<file path="config.mk">
export PLATFORM = sky130hd
export DESIGN_NAME = lottery_round_robin_ready_queue_top
export DESIGN_NICKNAME = d
export VERILOG_FILES = /design/src/hw/rtl/lrrq_pkg.sv /design/src/hw/rtl/lrrq_mod.sv /design/src/hw/rtl/lottery_round_robin_ready_queue_top.sv
export SDC_FILE = /design/constraint.sdc
export NUM_CORES = 1
export LEC_CHECK = 0
export ABC_AREA = 0
export ABC_CLOCK_PERIOD_IN_PS = 5300
export BUFFER_PORTS_ARGS = -buffer_cell sky130_fd_sc_hd__buf_2
export CAP_MARGIN = 20
export CORE_MARGIN = 1.5
export CORE_UTILIZATION = 45
export DETAILED_ROUTE_END_ITERATION = 10
export PLACE_DENSITY = 0.69
export SETUP_SLACK_MARGIN = 0.5
export SLEW_MARGIN = 20
export SYNTH_ARGS = -nofsm -noshare
export SYNTH_HDL_FRONTEND = slang
export SYNTH_SLANG_ARGS = --single-unit
</file>
<file path="constraint.sdc">
create_clock -name clk -period 5.3 [get_ports clk]
set_clock_uncertainty 0.1 [all_clocks]
set_input_delay 0.265 -clock clk [delete_from_list [all_inputs] [get_ports clk]]
set_output_delay 0.265 -clock clk [all_outputs]
set_load 0.01 [all_outputs]
</file>
<file path="src/hw/rtl/lrrq_pkg.sv">
// ----------------------------------------------------------------------------
// Ready queue package
// Sizes, codes, entry layout and the modulo unit's interface.
// ----------------------------------------------------------------------------
package lrrq_pkg;

  localparam int QUEUE_DEPTH = 16;
  localparam int ID_W        = 8;
  localparam int TK_W        = 8;
  localparam int RND_W       = 31;
  localparam int MODE_W      = 2;
  localparam int STAT_W      = 2;
  localparam int IDX_W       = $clog2(QUEUE_DEPTH);
  localparam int CNT_W       = $clog2(QUEUE_DEPTH + 1);
  localparam int OFF_W       = IDX_W + 1;
  localparam int TOT_W       = $clog2(QUEUE_DEPTH * ((1 << TK_W) - 1) + 1);
  localparam int STEP_W      = $clog2(RND_W + 1);

  localparam logic ACT_ENQ   = 1'b0;
  localparam logic ACT_SCHED = 1'b1;

  typedef enum logic [MODE_W-1:0] {
    MODE_RR   = 2'd0,
    MODE_LOT  = 2'd1,
    MODE_FCFS = 2'd2,
    MODE_NONE = 2'd3
  } mode_t;

  typedef enum logic [STAT_W-1:0] {
    ST_OK        = 2'd0,
    ST_EMPTY     = 2'd1,
    ST_FULL      = 2'd2,
    ST_NOTICKETS = 2'd3
  } status_t;

  typedef struct packed {
    logic [ID_W-1:0] id;
    logic [TK_W-1:0] tk;
  } entry_t;

  typedef struct packed {
    logic             start;
    logic [RND_W-1:0] dividend;
    logic [TOT_W-1:0] divisor;
  } div_req_t;

  typedef struct packed {
    logic             done;
    logic [TOT_W-1:0] rem;
  } div_resp_t;

  // b stays below QUEUE_DEPTH, so one subtraction wraps the sum
  function automatic logic [IDX_W-1:0] wrap_add(input logic [IDX_W-1:0] a,
                                                input logic [IDX_W-1:0] b);
    logic [IDX_W:0] s;
    s = {1'b0, a} + {1'b0, b};
    if (s >= (IDX_W + 1)'(QUEUE_DEPTH)) s = s - (IDX_W + 1)'(QUEUE_DEPTH);
    return s[IDX_W-1:0];
  endfunction

endpackage

</file>
<file path="src/hw/rtl/lrrq_mod.sv">
// ----------------------------------------------------------------------------
// Lottery draw modulo unit
// Restoring remainder, one dividend bit per cycle, done pulses with the result.
// ----------------------------------------------------------------------------
module lrrq_mod (
  input  logic                clk,
  input  logic                rst,
  input  lrrq_pkg::div_req_t  req,
  output lrrq_pkg::div_resp_t resp
);
  import lrrq_pkg::*;

  logic              busy;
  logic              done;
  logic [STEP_W-1:0] cnt;
  logic [RND_W-1:0]  dvd;
  logic [TOT_W-1:0]  dvs;
  logic [TOT_W-1:0]  rem;
  logic [TOT_W-1:0]  rem_next;
  logic [TOT_W:0]    rem_sh;

  always_comb begin
    rem_sh = {rem, dvd[RND_W-1]};
    if (rem_sh >= {1'b0, dvs}) begin
      rem_next = TOT_W'(rem_sh - {1'b0, dvs});
    end else begin
      rem_next = rem_sh[TOT_W-1:0];
    end
  end

  always_ff @(posedge clk) begin
    if (rst) begin
      busy <= 1'b0;
      done <= 1'b0;
    end else begin
      done <= 1'b0;
      if (req.start) begin
        busy <= 1'b1;
        cnt  <= '0;
        dvd  <= req.dividend;
        dvs  <= req.divisor;
        rem  <= '0;
      end else if (busy) begin
        rem <= rem_next;
        dvd <= {dvd[RND_W-2:0], 1'b0};
        cnt <= cnt + STEP_W'(1);
        if (cnt == STEP_W'(RND_W - 1)) begin
          busy <= 1'b0;
          done <= 1'b1;
        end
      end
    end
  end

  assign resp.done = done;
  assign resp.rem  = rem;

endmodule

</file>
<file path="src/hw/rtl/lottery_round_robin_ready_queue_top.sv">
// ----------------------------------------------------------------------------
// Lottery / round robin ready queue
// Circular task queue in one memory, scheduled by round robin, lottery or peek.
// ----------------------------------------------------------------------------
// One item is worked on at a time; the next is taken while a result waits in
// the output register. An enqueue, or a schedule on an empty queue or in the
// unused mode, goes straight to the response state; a round robin or first
// come first served schedule reads the head entry first, and a lottery whose
// tickets total zero stops after totalling them. A lottery over n entries
// totals their tickets through the single memory read port, runs the
// bit-serial modulo, then walks to the winner and shifts the entries behind
// it, each one entry a cycle.
// Queue storage needs no clearing after reset.
module lottery_round_robin_ready_queue_top (
  input  logic                        clk,
  input  logic                        rst,
  input  logic                        item_valid,
  output logic                        item_stall,
  input  logic                        action,
  input  logic [lrrq_pkg::ID_W-1:0]   task_id,
  input  logic [lrrq_pkg::TK_W-1:0]   tickets,
  input  logic [lrrq_pkg::RND_W-1:0]  random_value,
  output logic                        result_valid,
  input  logic                        result_stall,
  output logic [lrrq_pkg::STAT_W-1:0] status,
  output logic [lrrq_pkg::ID_W-1:0]   chosen_id,
  input  logic                        cfg_valid,
  output logic                        cfg_ready,
  input  logic [lrrq_pkg::MODE_W-1:0] cfg_data
);
  import lrrq_pkg::*;

  typedef enum logic [7:0] {
    S_IDLE  = 8'b0000_0001,
    S_HEAD  = 8'b0000_0010,
    S_SUM   = 8'b0000_0100,
    S_MOD   = 8'b0000_1000,
    S_WALK  = 8'b0001_0000,
    S_SHIFT = 8'b0010_0000,
    S_PLACE = 8'b0100_0000,
    S_RESP  = 8'b1000_0000
  } state_t;

  entry_t           mem [QUEUE_DEPTH];
  entry_t           rdata;
  logic             rd_en;
  logic [OFF_W-1:0] rd_off;
  logic [IDX_W-1:0] rd_addr;
  logic             wr_en;
  logic [IDX_W-1:0] wr_addr;
  entry_t           wr_data;

  state_t           state, state_next;
  mode_t            mode;
  logic [IDX_W-1:0] head, head_next;
  logic [CNT_W-1:0] count, count_next;
  logic [IDX_W-1:0] r, r_next;
  logic [TOT_W-1:0] total, total_next;
  logic [TOT_W-1:0] sum, sum_next;
  logic [TOT_W-1:0] draw, draw_next;
  logic [RND_W-1:0] rnd, rnd_next;
  entry_t           win, win_next;
  status_t          res_status, res_status_next;
  logic [ID_W-1:0]  res_id, res_id_next;

  logic [OFF_W-1:0] r_p1;
  logic [OFF_W-1:0] r_p2;
  logic [OFF_W-1:0] count_x;
  logic [TOT_W-1:0] acc_tk;
  logic [TOT_W-1:0] total_n;
  logic [TOT_W-1:0] sum_n;
  logic [CNT_W-1:0] count_m1;
  logic             out_free;

  div_req_t         div_req;
  div_resp_t        div_resp;

  lrrq_mod u_mod (
    .clk  (clk),
    .rst  (rst),
    .req  (div_req),
    .resp (div_resp)
  );

  assign item_stall = (state != S_IDLE);
  assign cfg_ready  = 1'b1;
  assign out_free   = !result_valid || !result_stall;

  assign r_p1     = OFF_W'(r) + OFF_W'(1);
  assign r_p2     = OFF_W'(r) + OFF_W'(2);
  assign count_x  = OFF_W'(count);
  assign count_m1 = count - CNT_W'(1);
  assign acc_tk   = TOT_W'(rdata.tk);
  assign total_n  = total + acc_tk;
  assign sum_n    = sum + acc_tk;
  assign rd_addr  = wrap_add(head, rd_off[IDX_W-1:0]);

  always_comb begin
    state_next       = state;
    head_next        = head;
    count_next       = count;
    r_next           = r;
    total_next       = total;
    sum_next         = sum;
    draw_next        = draw;
    rnd_next         = rnd;
    win_next         = win;
    res_status_next  = res_status;
    res_id_next      = res_id;
    rd_en            = 1'b0;
    rd_off           = '0;
    wr_en            = 1'b0;
    wr_addr          = head;
    wr_data          = '{id: task_id, tk: tickets};
    div_req.start    = 1'b0;
    div_req.dividend = rnd;
    div_req.divisor  = total_n;
    case (state)
      S_IDLE: begin
        if (item_valid) begin
          rnd_next        = random_value;
          res_id_next     = '0;
          res_status_next = ST_OK;
          state_next      = S_RESP;
          if (action == ACT_ENQ) begin
            if (count == CNT_W'(QUEUE_DEPTH)) begin
              res_status_next = ST_FULL;
            end else begin
              wr_en      = 1'b1;
              wr_addr    = wrap_add(head, count[IDX_W-1:0]);
              count_next = count + CNT_W'(1);
            end
          end else if (count == '0 || mode == MODE_NONE) begin
            res_status_next = ST_EMPTY;
          end else begin
            rd_en = 1'b1;
            if (mode == MODE_LOT) begin
              r_next     = '0;
              total_next = '0;
              state_next = S_SUM;
            end else begin
              state_next = S_HEAD;
            end
          end
        end
      end
      S_HEAD: begin
        res_id_next = rdata.id;
        if (mode == MODE_RR) begin
          head_next  = wrap_add(head, IDX_W'(1));
          count_next = count_m1;
        end
        state_next = S_RESP;
      end
      S_SUM: begin
        total_next = total_n;
        rd_off     = r_p1;
        rd_en      = (r_p1 < count_x);
        if (r_p1 == count_x) begin
          if (total_n == '0) begin
            res_status_next = ST_NOTICKETS;
            state_next      = S_RESP;
          end else begin
            div_req.start = 1'b1;
            state_next    = S_MOD;
          end
        end else begin
          r_next = r_p1[IDX_W-1:0];
        end
      end
      S_MOD: begin
        if (div_resp.done) begin
          draw_next  = div_resp.rem;
          sum_next   = '0;
          r_next     = '0;
          rd_en      = 1'b1;
          state_next = S_WALK;
        end
      end
      S_WALK: begin
        sum_next = sum_n;
        rd_off   = r_p1;
        rd_en    = (r_p1 < count_x);
        if (sum_n > draw) begin
          win_next   = rdata;
          state_next = (r_p1 == count_x) ? S_PLACE : S_SHIFT;
        end else begin
          r_next = r_p1[IDX_W-1:0];
        end
      end
      S_SHIFT: begin
        wr_en   = 1'b1;
        wr_addr = wrap_add(head, r);
        wr_data = rdata;
        if (r_p2 == count_x) begin
          state_next = S_PLACE;
        end else begin
          rd_en  = 1'b1;
          rd_off = r_p2;
          r_next = r_p1[IDX_W-1:0];
        end
      end
      S_PLACE: begin
        wr_en       = 1'b1;
        wr_addr     = wrap_add(head, count_m1[IDX_W-1:0]);
        wr_data     = win;
        res_id_next = win.id;
        state_next  = S_RESP;
      end
      S_RESP: begin
        if (out_free) state_next = S_IDLE;
      end
      default: begin
        state_next = S_IDLE;
      end
    endcase
  end

  always_ff @(posedge clk) begin
    if (wr_en) mem[wr_addr] <= wr_data;
    if (rd_en) rdata <= mem[rd_addr];
  end

  always_ff @(posedge clk) begin
    if (rst) begin
      state        <= S_IDLE;
      mode         <= MODE_RR;
      head         <= '0;
      count        <= '0;
      result_valid <= 1'b0;
    end else begin
      state <= state_next;
      head  <= head_next;
      count <= count_next;
      if (cfg_valid && cfg_ready) mode <= mode_t'(cfg_data);
      if (state == S_RESP && out_free) begin
        result_valid <= 1'b1;
      end else if (!result_stall) begin
        result_valid <= 1'b0;
      end
    end
  end

  always_ff @(posedge clk) begin
    r          <= r_next;
    total      <= total_next;
    sum        <= sum_next;
    draw       <= draw_next;
    rnd        <= rnd_next;
    win        <= win_next;
    res_status <= res_status_next;
    res_id     <= res_id_next;
    if (state == S_RESP && out_free) begin
      status    <= res_status;
      chosen_id <= res_id;
    end
  end

endmodule
</file>
; After elaboration in Yosys (flattened, before gate mapping)
; Memory sizes are Yosys's and may differ from the RTL's. A register that Yosys moved wholly into a read port is not among the register bits.
; Cells that the tools add are included.
[word_totals]
register_bits = 189
ramBits = 256
inputBits = 55
output_inout_bits = 13
n_memories = 1
[memory_table]
columns = memory, depth, word_bits, read_ports, rd_ports_with_merged_regs, wr, line_no
row1 = mem, 16, 16, 1, 1, 1, lottery_round_robin_ready_queue_top.sv:44  ; entry_t mem [QUEUE_DEPTH];
[classes]
add_sub_neg = 18
n_lt_le_gt_ge = 8
n_eq_ne = 32
muxes = 80
bitwise = 2
reduce_logical = 31
[op_table]
columns = op, n
row1 = 12-bit 2-to-1 mux, 7
row2 = 8-bit 2-to-1 mux, 10
row3 = 4-bit 2-to-1 mux, 17
row4 = 31-bit 2-to-1 mux, 2
row5 = 8-bit case mux with 7 select lines, 1
row6 = 12-bit case mux with 2 select lines, 2
row7 = 16-bit case mux with 2 select lines, 1
row8 = "2-bit inequality test, second input constant", 15
row9 = "5-bit greater-or-equal comparator, second input constant", 5
row10 = 5-bit 2-to-1 mux, 5
row11 = 12-bit by 8-bit adder with 12-bit output, 2
row12 = 8-bit case mux with 3 select lines, 1
row13 = 4-bit by 4-bit adder with 5-bit output, 4
row14 = 1-bit 2-to-1 mux, 20
row15 = 4-bit case mux with 5 select lines, 1
row16 = "4-bit by 1-bit subtractor with 4-bit output, second input constant", 5
row17 = 2-bit AND reduction, 8
row18 = 13-bit by 12-bit greater-or-equal comparator with 1-bit output, 1
row19 = 12-bit greater-than comparator, 1
row20 = 12-bit logical NOT, 1
row21 = 4-bit case mux with 3 select lines, 1
row22 = 12-bit subtractor, 1
row23 = "4-bit by 1-bit adder with 5-bit output, second input constant", 2
row24 = "5-bit by 1-bit adder with 5-bit output, second input constant", 2
row25 = 40 further kinds, 56

; Logic depth before layout (Yosys ltp)
; Gate-level depths: netlist (run 1).
[logic_depth]
depth_word = 7
depth_mapped = 18
mapped_depth_nobuf = 18

; Hierarchy
; A second synthesis (run 1) with hierarchy kept.
[unflattened]
cells_unflattened = 1297
area_unflattened_um2 = 20412.1
[by_module_without_submodules]
columns = mod, instances, cells_each, area_each_um2, seq_area_each_um2
row1 = lottery_round_robin_ready_queue_top, 1, 1047, 17224.0, 11781.3
row2 = lrrq_mod, 1, 250, 3188.1, 1841.8

; Worst setup path after synthesis (run 1)
; No wires, ideal clock.
[synth_path]
path_kind = reg-to-reg
startpoint = reg, netlist name acc_tk[0]
endpoint = reg u_mod.cnt[0] (enable)
arrival_time_ps = 4462
t_required_ps = 4731
slack_ps = 269
path_stages_with_launch = 12
path_cell_list = edfxtp_1 ha_1 inv_1 fa_1 nor2b_1 o2111ai_1 nand3_1 a31oi_1 o2111ai_1 nor4_1 nand2b_1 a21oi_1
[synth_via]
elab_chain_cells = 7
[synth_rtl]
columns = item, line_no
row1 = 12-bit by 8-bit adder with 12-bit output, lottery_round_robin_ready_queue_top.sv:94  ; assign total_n = total + acc_tk;
row2 = 12-bit logical NOT, lottery_round_robin_ready_queue_top.sv:160  ; if (total_n == '0) begin
row3 = 1-bit 2-to-1 mux, lottery_round_robin_ready_queue_top.sv:160
row4 = 1-bit 2-to-1 mux, lottery_round_robin_ready_queue_top.sv:159  ; if (r_p1 == count_x) begin
row5 = 1-bit 2-to-1 mux, lottery_round_robin_ready_queue_top.sv:118  ; case (state)
row6 = 2-bit nonzero test (no source line), -
row7 = 2-bit AND reduction (no source line), -
row8 = to (signal assigned), lrrq_mod.sv:46  ; cnt <= cnt + STEP_W'(1);
row9 = to (decl), lrrq_mod.sv:15  ; logic [STEP_W-1:0] cnt;
; No other way between the ends.
; A chain may end at the register's enable or synchronous reset.

; Final worst setup path (run 1)
[layout_path]
startpoint = reg state[1]
endpoint = mem mem[2][10] in the netlist's numbering (enable)
[layout_via]
elab_chain_cells = 5
word_cells_on_any_way = 8
[layout_rtl]
columns = item, line_no
row1 = from (decl), lottery_round_robin_ready_queue_top.sv:53  ; state_t state, state_next;
row2 = from (signal assigned), lottery_round_robin_ready_queue_top.sv:232  ; state <= state_next;
row3 = 8-bit by 7-bit == test with 1-bit output or 8-bit by 6-bit == test with 1-bit output (tied branches), lottery_round_robin_ready_queue_top.sv:118
row4 = 2-bit OR reduction (no source line), -
row5 = 1-bit case mux with 2 select lines, lottery_round_robin_ready_queue_top.sv:118
row6 = 1-bit 2-to-1 mux, lottery_round_robin_ready_queue_top.sv:220  ; if (wr_en) mem[wr_addr] <= wr_data;
row7 = 1-bit 2-to-1 mux (not written as such), lottery_round_robin_ready_queue_top.sv:220
row8 = to (decl), lottery_round_robin_ready_queue_top.sv:44
; Several ways; a longest one is shown, not always the timed one.

==> flow_summary.html, run 1 <==
<table>
<tr><th>Metric</th><th>Value</th></tr>
<tr><th colspan="2">GRT</th></tr>
<tr><td>Pin count of the biggest net entering global routing</td><td>65</td></tr>
<tr><td>Antenna violations before repair</td><td>0</td></tr>
<tr><td>Total overflow reported by the global router</td><td>0</td></tr>
<tr><td>Vias in the first global route</td><td>11600</td></tr>
<tr><td>Global Route Usage Sum</td><td>18.9%</td></tr>
<tr><td>Wire length of the first global-routing pass</td><td>66800 um</td></tr>
<tr><th colspan="2">Layout</th></tr>
<tr><td>Fillers</td><td>3521</td></tr>
<tr><td>Antenna fix cells</td><td>0</td></tr>
<tr><td>Final #Nets</td><td>1561</td></tr>
<tr><td>Fraction of layout instances using a drive strength above 1</td><td>21.3%</td></tr>
<tr><td>Total area of multi-input combinational cells</td><td>0.00635 mm^2</td></tr>
<tr><td>Area added between synthesis and finish</td><td>16.3%</td></tr>
<tr><td>FF+latch area</td><td>0.0136 mm^2</td></tr>
<tr><th colspan="2">Clock network</th></tr>
<tr><td>Clock tree from TritonCTS</td><td>done</td></tr>
<tr><td>H-tree lvl count</td><td>2</td></tr>
<tr><td>Clock root cell</td><td>clkbuf_16</td></tr>
<tr><td>Number of buffers inserted to repair setup after CTS</td><td>0</td></tr>
<tr><td>Clock slew at reported path FFs</td><td>0.06 ns</td></tr>
<tr><td>Buffers from clock root to sink, at most</td><td>3</td></tr>
<tr><td>Clock latency on the worst-skew pair</td><td>0.59 ns</td></tr>
<tr><td>CTS sink cnt</td><td>461</td></tr>
<tr><td>Num CTS Buffers</td><td>47</td></tr>
<tr><th colspan="2">Timing</th></tr>
<tr><td>Hold slack final</td><td>0.0465 ns</td></tr>
<tr><td>Tightest slew margin relative to the limit</td><td>27.1%</td></tr>
<tr><td>Slew at the pin with the worst max-slew slack</td><td>1.08 ns</td></tr>
<tr><td>Crit share post-route</td><td>81.9%</td></tr>
<tr><td>Achievable Freq</td><td>0.230 GHz</td></tr>
<tr><td>RSZ-0062 raised after global routing</td><td>false</td></tr>
<tr><td>Final critical-path required period</td><td>4.34 ns</td></tr>
<tr><td>Sum Neg Setup Slack</td><td>0 ns</td></tr>
<tr><td>Final Hold Fails</td><td>0</td></tr>
<tr><td>Final Slew Violations</td><td>0</td></tr>
<tr><td>Final setup violation count</td><td>0</td></tr>
<tr><th colspan="2">Power and ir drop</th></tr>
<tr><td>Power per cell area</td><td>341 mW/mm^2</td></tr>
<tr><td>Static leakage power</td><td>0.00825 uW</td></tr>
<tr><td>Worst vdd ir</td><td>0.286 mV</td></tr>
<tr><th colspan="2">Place</th></tr>
<tr><td>Total half-perimeter wirelength after legalization and detailed placement</td><td>27800 um</td></tr>
<tr><td>Final estimated routing congestion in global placement</td><td>0.839</td></tr>
<tr><td>I/O Buffers</td><td>66</td></tr>
<tr><th colspan="2">Route</th></tr>
<tr><td>Number of DRC violations after detailed-routing iteration 0</td><td>1084</td></tr>
<tr><td>Residual DRC count</td><td>0</td></tr>
<tr><td>Count of vias placed by the detailed router</td><td>11400</td></tr>
<tr><td>Iteration count of the initial detailed-routing pass</td><td>5</td></tr>
<tr><td>Topmost layer with routed signal wires</td><td>met4</td></tr>
<tr><td>Routed metal-1 wirelength</td><td>18100 um</td></tr>
<tr><td>Met2 Wirelength</td><td>21500 um</td></tr>
<tr><td>Average via count per standard cell</td><td>5.50</td></tr>
<tr><td>Total met3 wirelength after detailed routing</td><td>2570 um</td></tr>
<tr><td>Routed Antenna Nets</td><td>0</td></tr>
<tr><td>Average wire per standard cell</td><td>20.9 um</td></tr>
<tr><td>Post-Route WL</td><td>43200 um</td></tr>
<tr><th colspan="2">Synthesis</th></tr>
<tr><td>Syn avg cell area</td><td>15.8 um^2</td></tr>
<tr><td>Library cells used by synthesis</td><td>72</td></tr>
<tr><td>Warnings from Yosys</td><td>0</td></tr>
<tr><td>Post-Syn Area</td><td>0.0203 mm^2</td></tr>
<tr><td>Post-synth ARST share</td><td>0%</td></tr>
<tr><td>Number of enable flip-flop cells after synthesis</td><td>439</td></tr>
<tr><td>Number of synthesized register bits</td><td>461</td></tr>
<tr><td>Synth Instances</td><td>1286</td></tr>
<tr><td>Syn Nets</td><td>1408</td></tr>
<tr><td>Sequential area share after synthesis</td><td>67.1%</td></tr>
<tr><td>Primary FF master, synth</td><td>edfxtp_1</td></tr>
<tr><th colspan="2">Floorplan</th></tr>
<tr><td>Boundary pin count</td><td>68</td></tr>
<tr><td>Placeable Area</td><td>0.0443 mm^2</td></tr>
<tr><td>Die outline area</td><td>0.0464 mm^2</td></tr>
<tr><td>Starting density of the core</td><td>45.8%</td></tr>
<tr><td>Die height</td><td>215 um</td></tr>
<tr><td>Width of the die</td><td>215 um</td></tr>
<tr><td>Site row count</td><td>77</td></tr>
<tr><th colspan="2">Worst setup path</th></tr>
<tr><td>Cell at the slowest stage of the critical path</td><td>o21ai_0</td></tr>
<tr><td>Required time reported for the critical path endpoint</td><td>5.45 ns</td></tr>
<tr><td>Largest fanout of any net on the critical path</td><td>16</td></tr>
<tr><td>Highest cell delay on the worst timing path</td><td>0.41 ns</td></tr>
<tr><td>Capturing element type of the critical path</td><td>register</td></tr>
<tr><td>Critical Path, Cell by Cell</td><td>nor4_4 &gt; nand4b_1 &gt; o21ai_0 &gt; ha_1 &gt; a21o_1 &gt; a21oi_1 &gt; xnor2_1 &gt; a221o_1 &gt; a21oi_1 &gt; xor2_1 &gt; nand2_1 &gt; nor2_2 &gt; buf_4</td></tr>
<tr><td>Most used cell along the critical path</td><td>a21oi_1</td></tr>
<tr><td>Number of buffer and inverter instances along the worst setup path</td><td>1</td></tr>
<tr><td>Crit Path Category</td><td>register to register</td></tr>
<tr><td>Worst Path Arrival</td><td>4.49 ns</td></tr>
<tr><td>Crit-path leading delay family</td><td>compound AO/OA/AOI/OAI gates</td></tr>
<tr><td>Category of the worst setup path launch point</td><td>register</td></tr>
<tr><th colspan="2">Min path</th></tr>
<tr><td>Type of the worst min-delay path</td><td>input port to register</td></tr>
<tr><th colspan="2">Job</th></tr>
<tr><td>Number of max-cap violations</td><td>0</td></tr>
<tr><th colspan="2">Run status</th></tr>
<tr><td>Run status</td><td>finished, final reports clean</td></tr>
</table>
Yosys cell counts, types with 4 or more instances:
library cell / number / area [um^2]
and4b_1: 4 / 40.0
a211oi_1: 4 / 30.0
nand3_1: 12 / 60.1
buf_1: 8 / 30.0
and3_1: 4 / 25.0
o41ai_1: 4 / 35.0
fa_1: 6 / 120
a22o_1: 8 / 70.1
buf_2: 5 / 25.0
nand4_1: 9 / 56.3
o21a_1: 6 / 45.0
a31oi_1: 6 / 37.5
nor2_1: 105 / 394
xnor2_1: 32 / 280
mux2_2: 29 / 327
nand2b_1: 4 / 25.0
inv_1: 60 / 225
a21oi_1: 33 / 165
o21ai_0: 24 / 120
nand4b_1: 6 / 52.6
clkbuf_1: 21 / 78.8
mux2i_1: 64 / 641
and2_1: 12 / 75.1
dfxtp_1: 22 / 440
edfxtp_1: 439 / 13200
a22oi_1: 16 / 120
nor2b_1: 24 / 150
o211ai_1: 4 / 30.0
mux4_2: 64 / 1440
ha_1: 61 / 763
a21o_1: 12 / 90.1
nor3_1: 17 / 85.1
nor4_1: 5 / 31.3
xor2_1: 14 / 123
nand2_1: 87 / 327
stage by stage:
stage / instances / power, uW / cell area (um^2) / utilization, % / setup WS (ns)
final: 2069 / 8050 / 23600 / 53.2 / 0.960
after global routing: 2069 / 8310 / 23600 / 53.2 / 0.517
after CTS: 2069 / 8120 / 23600 / 53.2 / 0.740
after detailed placement: 1944 / 4670 / 21600 / 48.7 / 0.778
after global placement: 1944 / 4660 / 21600 / 48.7 / 0.894
after floorplan: 1286 / 4510 / 20300 / - / 0.906
flip-flops by register name (all words and copies together) (netlist names), 2 cells and up:
name and count:
acc_tk 8, chosen_id 8, count 5, draw 12, head 4, mem 256
mode 2, r 4, rdata 8, res_id 8, res_status 2, rnd 31
state 8, status 2, sum 12, total 12, u_mod.cnt 5, u_mod.dvd 31
u_mod.dvs 12, u_mod.rem 12, win 16
cell type report:
cell class	instances	share of cell area (%)
Inverter	61	0.971
Tap cell	592	3.14
Timing Repair Buffer	143	4.36
Multi-Input combinational cell	725	26.9
Sequential cell	461	57.8
Clock buffer	55	5.29
Clock inverter	32	1.58
per-layer routing:
layer,vias to the layer above,track usage (%)
li1,5280,-
met1,5701,24.8
met2,321,31.9
met3,69,3.55
met4,0,5.92
met5,-,0
logic make-up (layout without fill, tap and decap cells):
kind of cell	after synthesis	count (layout)	synth area share [%]
flops	461	461	67.1
simple gates	306	306	7.33
mux	158	158	11.9
compound gates	146	146	5.06
buf+inv	100	291	2.03
fa+ha+maj	67	67	4.35
xor+xnor	47	47	2.12
other cells	1	1	0.0185
report_power, final:
| group | internal, uW | switching [uW] | leakage (uW) |
|---|---|---|---|
| Clock | 2010 | 1430 | 0.000790 |
| Sequential | 4100 | 58.4 | 0.00416 |
| Combinational | 175 | 286 | 0.00330 |
| Total | 6280 | 1770 | 0.00825 |
cells in the final DEF (no fill, tap or decap), drive strengths merged, types with 8 or more instances in the layout:
cell,n
edfxtp,439
nor2,105
buf,105
nand2,87
inv,66
mux2i,64
mux4,64
ha,61
clkbuf,55
dlygate4sd3,38
a21oi,33
xnor2,33
mux2,30
o21ai,26
nor2b,24
dfxtp,22
clkinv,18
nor3,17
a22oi,16
xor2,14
a21o,12
nand3,12
and2,12
nand4,9
nor4,9
a22o,8
repair_timing:
| action | 4_1_cts | 5_1_grt |
|---|---|---|
| endpoints found under the hold margin | 40 | 0 |
| endpoints found under the setup margin | 0 | 7 |
| resized for setup | 0 | 2 |
| hold buffers | 38 | 0 |
final timing paths:
path / start / to / slack (ns) / cells after the start
setup / recovery: state[1] / mem[2][10] / 0.96 / 13
hold / removal: rst / head[0] / 0.05 / 2
hold reg to reg: res_status[1] / status[1] / 0.31 / 0
setup reg to reg: state[1] / mem[2][10] / 0.96 / 13
Power figures use the tool's default switching activity.
==> inputs of run 2 (changes only) <==
--- a/config.mk
+++ b/config.mk
@@ -6,13 +6,13 @@
 export NUM_CORES = 1
 export LEC_CHECK = 0
 export ABC_AREA = 0
-export ABC_CLOCK_PERIOD_IN_PS = 5300
+export ABC_CLOCK_PERIOD_IN_PS = 4050
 export BUFFER_PORTS_ARGS = -buffer_cell sky130_fd_sc_hd__buf_2
 export CAP_MARGIN = 20
 export CORE_MARGIN = 1.5
 export CORE_UTILIZATION = 45
 export DETAILED_ROUTE_END_ITERATION = 10
-export PLACE_DENSITY = 0.69
+export PLACE_DENSITY = 0.67
 export SETUP_SLACK_MARGIN = 0.5
 export SLEW_MARGIN = 20
 export SYNTH_ARGS = -nofsm -noshare
==> constraint.sdc (replaced) <==
create_clock -name clk -period 4.05 [get_ports clk]
set_clock_uncertainty 0.1 [all_clocks]
set_input_delay 0.2025 -clock clk [delete_from_list [all_inputs] [get_ports clk]]
set_output_delay 0.2025 -clock clk [all_outputs]
set_load 0.01 [all_outputs]
==> run 2 against run 1 <==
Against the previous run: via count rose by 5.9%; sequential share of layout area decreased by 5.2 points; critical path depth grew 6; total power is 34% higher; critical path type unchanged; sequential cell count unchanged; largest cell class unchanged; maximum frequency up 11%; sequential power increased by 30%; first-iteration DRC count decreased by 10%; setup slack worse by 0.81 ns; largest power group unchanged; hold slack improved by 0.16 ns.
==> flow_summary.html, run 2 (synthesis results as in run 1) <==
<table>
<tr><th>Metric</th><th>Value</th></tr>
<tr><th colspan="2">Timing</th></tr>
<tr><td>Crit share post-route</td><td>96.3%</td></tr>
<tr><td>Final Slew Violations</td><td>0</td></tr>
<tr><td>Final critical-path required period</td><td>3.90 ns</td></tr>
<tr><td>Achievable Freq</td><td>0.256 GHz</td></tr>
<tr><td>Tightest slew margin relative to the limit</td><td>43.1%</td></tr>
<tr><td>Final Hold Fails</td><td>0</td></tr>
<tr><td>Slew at the pin with the worst max-slew slack</td><td>0.847 ns</td></tr>
<tr><td>Final setup violation count</td><td>0</td></tr>
<tr><td>RSZ-0062 raised after global routing</td><td>true</td></tr>
<tr><th colspan="2">Route</th></tr>
<tr><td>Average via count per standard cell</td><td>5.53</td></tr>
<tr><td>Count of vias placed by the detailed router</td><td>12000</td></tr>
<tr><td>Number of DRC violations after detailed-routing iteration 0</td><td>973</td></tr>
<tr><td>Post-Route WL</td><td>47200 um</td></tr>
<tr><td>Routed Antenna Nets</td><td>0</td></tr>
<tr><td>Average wire per standard cell</td><td>21.7 um</td></tr>
<tr><td>Iteration count of the initial detailed-routing pass</td><td>6</td></tr>
<tr><td>Residual DRC count</td><td>0</td></tr>
<tr><th colspan="2">Floorplan</th></tr>
<tr><td>Placeable Area</td><td>0.0443 mm^2</td></tr>
<tr><td>Boundary pin count</td><td>68</td></tr>
<tr><td>Starting density of the core</td><td>45.8%</td></tr>
<tr><td>Die height</td><td>215 um</td></tr>
<tr><td>Site row count</td><td>77</td></tr>
<tr><td>Die outline area</td><td>0.0464 mm^2</td></tr>
<tr><td>Width of the die</td><td>215 um</td></tr>
<tr><th colspan="2">Worst setup path</th></tr>
<tr><td>Crit Path Category</td><td>register to register</td></tr>
<tr><td>FF-to-FF setup slack</td><td>0.15 ns</td></tr>
<tr><td>Category of the worst setup path launch point</td><td>register</td></tr>
<tr><td>Worst flop-to-flop path startpoint</td><td>acc_tk[0]</td></tr>
<tr><td>Worst Path Arrival</td><td>4.08 ns</td></tr>
<tr><td>Endpoint of the worst-slack reg-to-reg timing path</td><td>r[0]</td></tr>
<tr><td>Largest fanout of any net on the critical path</td><td>5</td></tr>
<tr><td>Required time reported for the critical path endpoint</td><td>4.23 ns</td></tr>
<tr><td>Capturing element type of the critical path</td><td>register</td></tr>
<tr><td>FF-to-FF path depth</td><td>19</td></tr>
<tr><th colspan="2">Layout</th></tr>
<tr><td>Commonest non-fill, non-tap cell in the layout</td><td>edfxtp_1</td></tr>
<tr><td>Fraction of layout instances using a drive strength above 1</td><td>32.3%</td></tr>
<tr><td>Max reg flops</td><td>256</td></tr>
<tr><td>Area added between synthesis and finish</td><td>27.9%</td></tr>
<tr><td>Final #Nets</td><td>1671</td></tr>
<tr><td>Largest registers in the final layout</td><td>mem (256), rnd (31), u_mod.dvd (31)</td></tr>
<tr><td>Register with the most flip-flops</td><td>mem</td></tr>
<tr><td>Antenna fix cells</td><td>0</td></tr>
<tr><td>Utilization after layout</td><td>58.5%</td></tr>
<tr><td>Final std cell area, no fill</td><td>0.0259 mm^2</td></tr>
<tr><td>Commonest cells after routing, fill and taps aside</td><td>edfxtp_1 (439), nor2_1 (80), nand2_1 (74), buf_4 (74), buf_2 (66)</td></tr>
<tr><th colspan="2">GRT</th></tr>
<tr><td>Antenna violations before repair</td><td>0</td></tr>
<tr><td>Total overflow reported by the global router</td><td>0</td></tr>
<tr><td>Wire length of the first global-routing pass</td><td>69500 um</td></tr>
<tr><td>Global Route Usage Sum</td><td>19.7%</td></tr>
<tr><td>Pin count of the biggest net entering global routing</td><td>49</td></tr>
<tr><td>Vias in the first global route</td><td>12000</td></tr>
<tr><th colspan="2">Min path</th></tr>
<tr><td>Type of the worst min-delay path</td><td>input port to register</td></tr>
<tr><td>Hold-critical path endpoint</td><td>mem[10][13]</td></tr>
<tr><td>Worst hold path stage count</td><td>3</td></tr>
<tr><td>Hold Crit Start</td><td>task_id[5]</td></tr>
<tr><th colspan="2">Clock network</th></tr>
<tr><td>Num CTS Buffers</td><td>48</td></tr>
<tr><td>CTS sink cnt</td><td>461</td></tr>
<tr><td>Clock latency on the worst-skew pair</td><td>0.60 ns</td></tr>
<tr><td>Clock root cell</td><td>clkbuf_16</td></tr>
<tr><td>Buffers from clock root to sink, at most</td><td>3</td></tr>
<tr><td>Clock tree from TritonCTS</td><td>done</td></tr>
<tr><td>Clock slew at reported path FFs</td><td>0.07 ns</td></tr>
<tr><td>H-tree lvl count</td><td>2</td></tr>
<tr><th colspan="2">Power and ir drop</th></tr>
<tr><td>Worst vdd ir</td><td>0.318 mV</td></tr>
<tr><td>Static leakage power</td><td>0.00917 uW</td></tr>
<tr><td>Power per cell area</td><td>416 mW/mm^2</td></tr>
<tr><th colspan="2">Place</th></tr>
<tr><td>Cell Area, Placed</td><td>0.0222 mm^2</td></tr>
<tr><td>Total half-perimeter wirelength after legalization and detailed placement</td><td>28200 um</td></tr>
<tr><td>I/O Buffers</td><td>66</td></tr>
<tr><td>Final estimated routing congestion in global placement</td><td>0.862</td></tr>
<tr><th colspan="2">Run status</th></tr>
<tr><td>Run status</td><td>finished, final reports clean</td></tr>
<tr><th colspan="2">Job</th></tr>
<tr><td>Number of max-cap violations</td><td>0</td></tr>
</table>
-- run 2: cell count changes in the layout (fill, tap and decap cells not counted), sizes merged --
| cell | change |
|---|---|
| buf | +99 |
| clkbuf | +12 |
| clkinv | -7 |
| clkinvlp | +1 |
| dlygate4sd3 | +3 |
| o41a | +1 |
-- run 2: per-layer routing --
layer  vias to the layer above  share of wire [%]  track usage, %
li1                       5507                  -               -
met1                      6184                 43            26.6
met2                       302                 50            33.4
met3                        52                5.2            3.20
met4                         0                1.6            4.87
met5                         -                  0               0
-- run 2: area by class of cell --
type / count / area, um^2
Fill cell: 3327 / 18400
Sequential cell: 461 / 13600
Multi-Input combinational cell: 726 / 7180
Timing Repair Buffer: 251 / 2540
Clock buffer: 61 / 1290
Tap cell: 592 / 741
Clock inverter: 26 / 330
Inverter: 61 / 229
-- run 2: through the flow --
| step | TNS [ns] | worst slack (ns) | power, uW | hold slack, ns | std cells |
|---|---|---|---|---|---|
| after floorplan | 0 | 0.125 | 5910 | 0.176 | 1286 |
| after global placement | 0 | 0.0134 | 6140 | 0.279 | 1968 |
| after detailed placement | -0.0621 | -0.0621 | 6160 | 0.281 | 1968 |
| after CTS | 0 | 0.165 | 10800 | 0.185 | 2143 |
| after global routing | -0.477 | -0.0833 | 11100 | 0.205 | 2178 |
| final | 0 | 0.151 | 10800 | 0.211 | 2178 |
-- run 2: worst max-delay path by stage --
stage,cells past startpoint,to,startpoint,slack (ns)
after floorplan,11,acc_tk[3],r[1],0.13
after global placement,18,state[3],acc_tk[0],0.01
after detailed placement,18,state[3],acc_tk[0],-0.06
after CTS,19,r[3],acc_tk[0],0.16
after global routing,19,r[0],acc_tk[0],-0.08
final,19,r[0],acc_tk[0],0.15
-- run 2: repair_timing --
action | in CTS | in global routing
pin swaps | 17 | 23
hold endpoints to repair | 49 | 0
hold buffers | 41 | 0
setup buffers | 42 | 26
endpoints found under the setup margin | 404 | 410
resized for setup | 73 | 101
gates cloned | 5 | 9
-- run 2: critical path: stages (launching register included) --
cell	delay [ns]
edfxtp_1	0.40
ha_2	0.20
fa_2	0.34
a21o_1	0.17
a21oi_2	0.14
nor2b_2	0.06
o21a_1	0.19
o41ai_2	0.25
nor2_1	0.09
xor2_1	0.16
ha_1	0.34
buf_6	0.13
a21o_1	0.16
a21oi_2	0.14
o211ai_1	0.10
o21ai_2	0.12
buf_4	0.17
nor2_4	0.05
buf_12	0.14
nor2_4	0.14
-- run 2: power breakdown --
group	internal (uW)	switching, uW	leakage, uW	total, uW
Sequential	5360	59.2	0.00416	5420
Combinational	346	487	0.00423	833
Clock	2670	1870	0.000782	4530
==> inputs of run 3 (changes only) <==
--- a/config.mk
+++ b/config.mk
@@ -10,9 +10,9 @@
 export BUFFER_PORTS_ARGS = -buffer_cell sky130_fd_sc_hd__buf_2
 export CAP_MARGIN = 20
 export CORE_MARGIN = 1.5
-export CORE_UTILIZATION = 45
+export CORE_UTILIZATION = 50
 export DETAILED_ROUTE_END_ITERATION = 10
-export PLACE_DENSITY = 0.67
+export PLACE_DENSITY = 0.72
 export SETUP_SLACK_MARGIN = 0.5
 export SLEW_MARGIN = 20
 export SYNTH_ARGS = -nofsm -noshare
==> run 3 against run 2 <==
Against the previous run: die area down 9.9%; sequential share of layout area is 1.3 points higher; global-route usage increased by 4.0 points; core utilization up 4.9 points.
==> flow_summary.html, run 3 (synthesis results as in run 1) <==
<table>
<tr><th>Metric</th><th>Value</th></tr>
<tr><th colspan="2">Run status</th></tr>
<tr><td>Run status</td><td>finished, final reports clean</td></tr>
<tr><th colspan="2">Layout</th></tr>
<tr><td>Fillers</td><td>2693</td></tr>
<tr><td>Antenna fix cells</td><td>0</td></tr>
<tr><td>Commonest non-fill, non-tap cell in the layout</td><td>edfxtp_1</td></tr>
<tr><td>Final #Nets</td><td>1648</td></tr>
<tr><td>Fraction of layout instances using a drive strength above 1</td><td>30.2%</td></tr>
<tr><td>Max reg flops</td><td>256</td></tr>
<tr><td>Area added between synthesis and finish</td><td>24.8%</td></tr>
<tr><td>Largest registers in the final layout</td><td>mem (256), rnd (31), u_mod.dvd (31)</td></tr>
<tr><td>Register with the most flip-flops</td><td>mem</td></tr>
<tr><td>Commonest cells after routing, fill and taps aside</td><td>edfxtp_1 (439), nor2_1 (85), nand2_1 (77), buf_2 (66), mux4_2 (64)</td></tr>
<tr><td>Utilization after layout</td><td>63.4%</td></tr>
<tr><th colspan="2">Route</th></tr>
<tr><td>Residual DRC count</td><td>0</td></tr>
<tr><td>Average wire per standard cell</td><td>24.3 um</td></tr>
<tr><td>Average via count per standard cell</td><td>5.91</td></tr>
<tr><td>Routed Antenna Nets</td><td>0</td></tr>
<tr><td>Iteration count of the initial detailed-routing pass</td><td>7</td></tr>
<tr><td>Post-Route WL</td><td>50700 um</td></tr>
<tr><td>Number of DRC violations after detailed-routing iteration 0</td><td>1232</td></tr>
<tr><td>Count of vias placed by the detailed router</td><td>12300</td></tr>
<tr><th colspan="2">Timing</th></tr>
<tr><td>Crit share post-route</td><td>97.3%</td></tr>
<tr><td>Tightest slew margin relative to the limit</td><td>40.0%</td></tr>
<tr><td>Final Slew Violations</td><td>0</td></tr>
<tr><td>Slew at the pin with the worst max-slew slack</td><td>0.898 ns</td></tr>
<tr><td>Sum Neg Setup Slack</td><td>0 ns</td></tr>
<tr><td>Final Hold Fails</td><td>0</td></tr>
<tr><td>RSZ-0062 raised after global routing</td><td>true</td></tr>
<tr><td>Hold slack final</td><td>0.204 ns</td></tr>
<tr><td>Final setup violation count</td><td>0</td></tr>
<tr><td>Achievable Freq</td><td>0.254 GHz</td></tr>
<tr><td>Final critical-path required period</td><td>3.94 ns</td></tr>
<tr><td>Least setup slack across all paths after layout</td><td>0.111 ns</td></tr>
<tr><th colspan="2">GRT</th></tr>
<tr><td>Global Route Usage Sum</td><td>23.7%</td></tr>
<tr><td>Total overflow reported by the global router</td><td>0</td></tr>
<tr><td>Pin count of the biggest net entering global routing</td><td>33</td></tr>
<tr><td>Vias in the first global route</td><td>12300</td></tr>
<tr><td>Wire length of the first global-routing pass</td><td>72900 um</td></tr>
<tr><td>Antenna violations before repair</td><td>0</td></tr>
<tr><th colspan="2">Clock network</th></tr>
<tr><td>Num CTS Buffers</td><td>48</td></tr>
<tr><td>Clock slew at reported path FFs</td><td>0.06 ns</td></tr>
<tr><td>Clock tree from TritonCTS</td><td>done</td></tr>
<tr><td>H-tree lvl count</td><td>2</td></tr>
<tr><td>Clock root cell</td><td>clkbuf_16</td></tr>
<tr><td>Buffers from clock root to sink, at most</td><td>3</td></tr>
<tr><td>CTS sink cnt</td><td>461</td></tr>
<tr><td>Clock latency on the worst-skew pair</td><td>0.59 ns</td></tr>
<tr><th colspan="2">Floorplan</th></tr>
<tr><td>Site row count</td><td>73</td></tr>
<tr><td>Placeable Area</td><td>0.0399 mm^2</td></tr>
<tr><td>Starting density of the core</td><td>50.8%</td></tr>
<tr><td>Boundary pin count</td><td>68</td></tr>
<tr><td>Width of the die</td><td>204 um</td></tr>
<tr><td>Die height</td><td>204 um</td></tr>
<tr><td>Die outline area</td><td>0.0418 mm^2</td></tr>
<tr><th colspan="2">Worst setup path</th></tr>
<tr><td>Largest fanout of any net on the critical path</td><td>4</td></tr>
<tr><td>Category of the worst setup path launch point</td><td>register</td></tr>
<tr><td>Capturing element type of the critical path</td><td>register</td></tr>
<tr><td>Required time reported for the critical path endpoint</td><td>4.43 ns</td></tr>
<tr><td>Crit Path Category</td><td>register to register</td></tr>
<tr><td>Worst Path Arrival</td><td>4.32 ns</td></tr>
<tr><th colspan="2">Power and ir drop</th></tr>
<tr><td>Worst vdd ir</td><td>0.375 mV</td></tr>
<tr><td>Power per cell area</td><td>423 mW/mm^2</td></tr>
<tr><td>Static leakage power</td><td>0.00899 uW</td></tr>
<tr><th colspan="2">Place</th></tr>
<tr><td>I/O Buffers</td><td>66</td></tr>
<tr><td>Final estimated routing congestion in global placement</td><td>0.813</td></tr>
<tr><td>Total half-perimeter wirelength after legalization and detailed placement</td><td>28600 um</td></tr>
<tr><td>Pre-CTS worst setup slack</td><td>0.00359 ns</td></tr>
<tr><th colspan="2">Job</th></tr>
<tr><td>Number of max-cap violations</td><td>0</td></tr>
<tr><th colspan="2">Min path</th></tr>
<tr><td>Type of the worst min-delay path</td><td>input port to register</td></tr>
</table>
-- run 3: final timing paths --
| check | startpoint | end | slack [ns] | depth (start not counted) |
|---|---|---|---|---|
| hold / removal | task_id[4] | mem[1][12] | 0.20 | 3 |
| setup / recovery | acc_tk[0] | state[1] | 0.11 | 18 |
| hold reg to reg | res_id[0] | chosen_id[0] | 0.32 | 0 |
| setup reg to reg | acc_tk[0] | state[1] | 0.11 | 18 |
-- run 3: metal layers --
layer	vias to the layer above	part of all wire (%)	routed length, um	global-route usage, %
met3	79	7.4	3770	5.52
met2	518	50	25500	38.7
met5	-	0	0	0
met4	0	2.3	1170	7.72
met1	6278	40	20300	31.4
li1	5461	-	-	-
-- run 3: metrics by stage --
step	area, um^2	total power, uW	instances
after floorplan	20500	5910	1286
after global placement	22000	6130	1890
after detailed placement	22000	6150	1890
after CTS	24700	10700	2059
after global routing	25300	11000	2087
final	25300	10700	2087
-- run 3: area by class of cell --
class,count,area [um^2],area share [%]
clock buffers,54,1260,5.00
multi-input cells,727,6860,27.1
flip-flops and latches,461,13600,53.9
well taps,525,657,2.60
repair buffers,227,2330,9.19
inverters,61,229,0.905
clock inverters,32,345,1.36
-- run 3: repair_timing --
| item | CTS | global route |
|---|---|---|
| pin swaps | 22 | 22 |
| gates resized for setup | 63 | 61 |
| setup endpoints to repair | 388 | 405 |
| endpoints found under the hold margin | 42 | 0 |
| gates cloned | 7 | 8 |
| setup buffers | 36 | 20 |
| hold buffers | 40 | 0 |
-- run 3: where the power goes --
part	switching (uW)	internal (uW)
registers	63.8	5360
logic	454	305
clock network	1870	2640
total	2390	8310
-- run 3: critical path: stages (launching register included) --
cell and delay (ns):
edfxtp_1 0.39, ha_2 0.20, fa_2 0.35, a21o_1 0.17, a21oi_2 0.14, nor2b_2 0.07, o21a_1 0.18, o41ai_2 0.25
nor2_1 0.11, xor2_1 0.17, ha_1 0.33, nand3_2 0.09, nor2_1 0.11, nand2_1 0.08, o211ai_1 0.23, o21ai_2 0.12
nor2b_4 0.14, or3_4 0.37, nor4_1 0.21
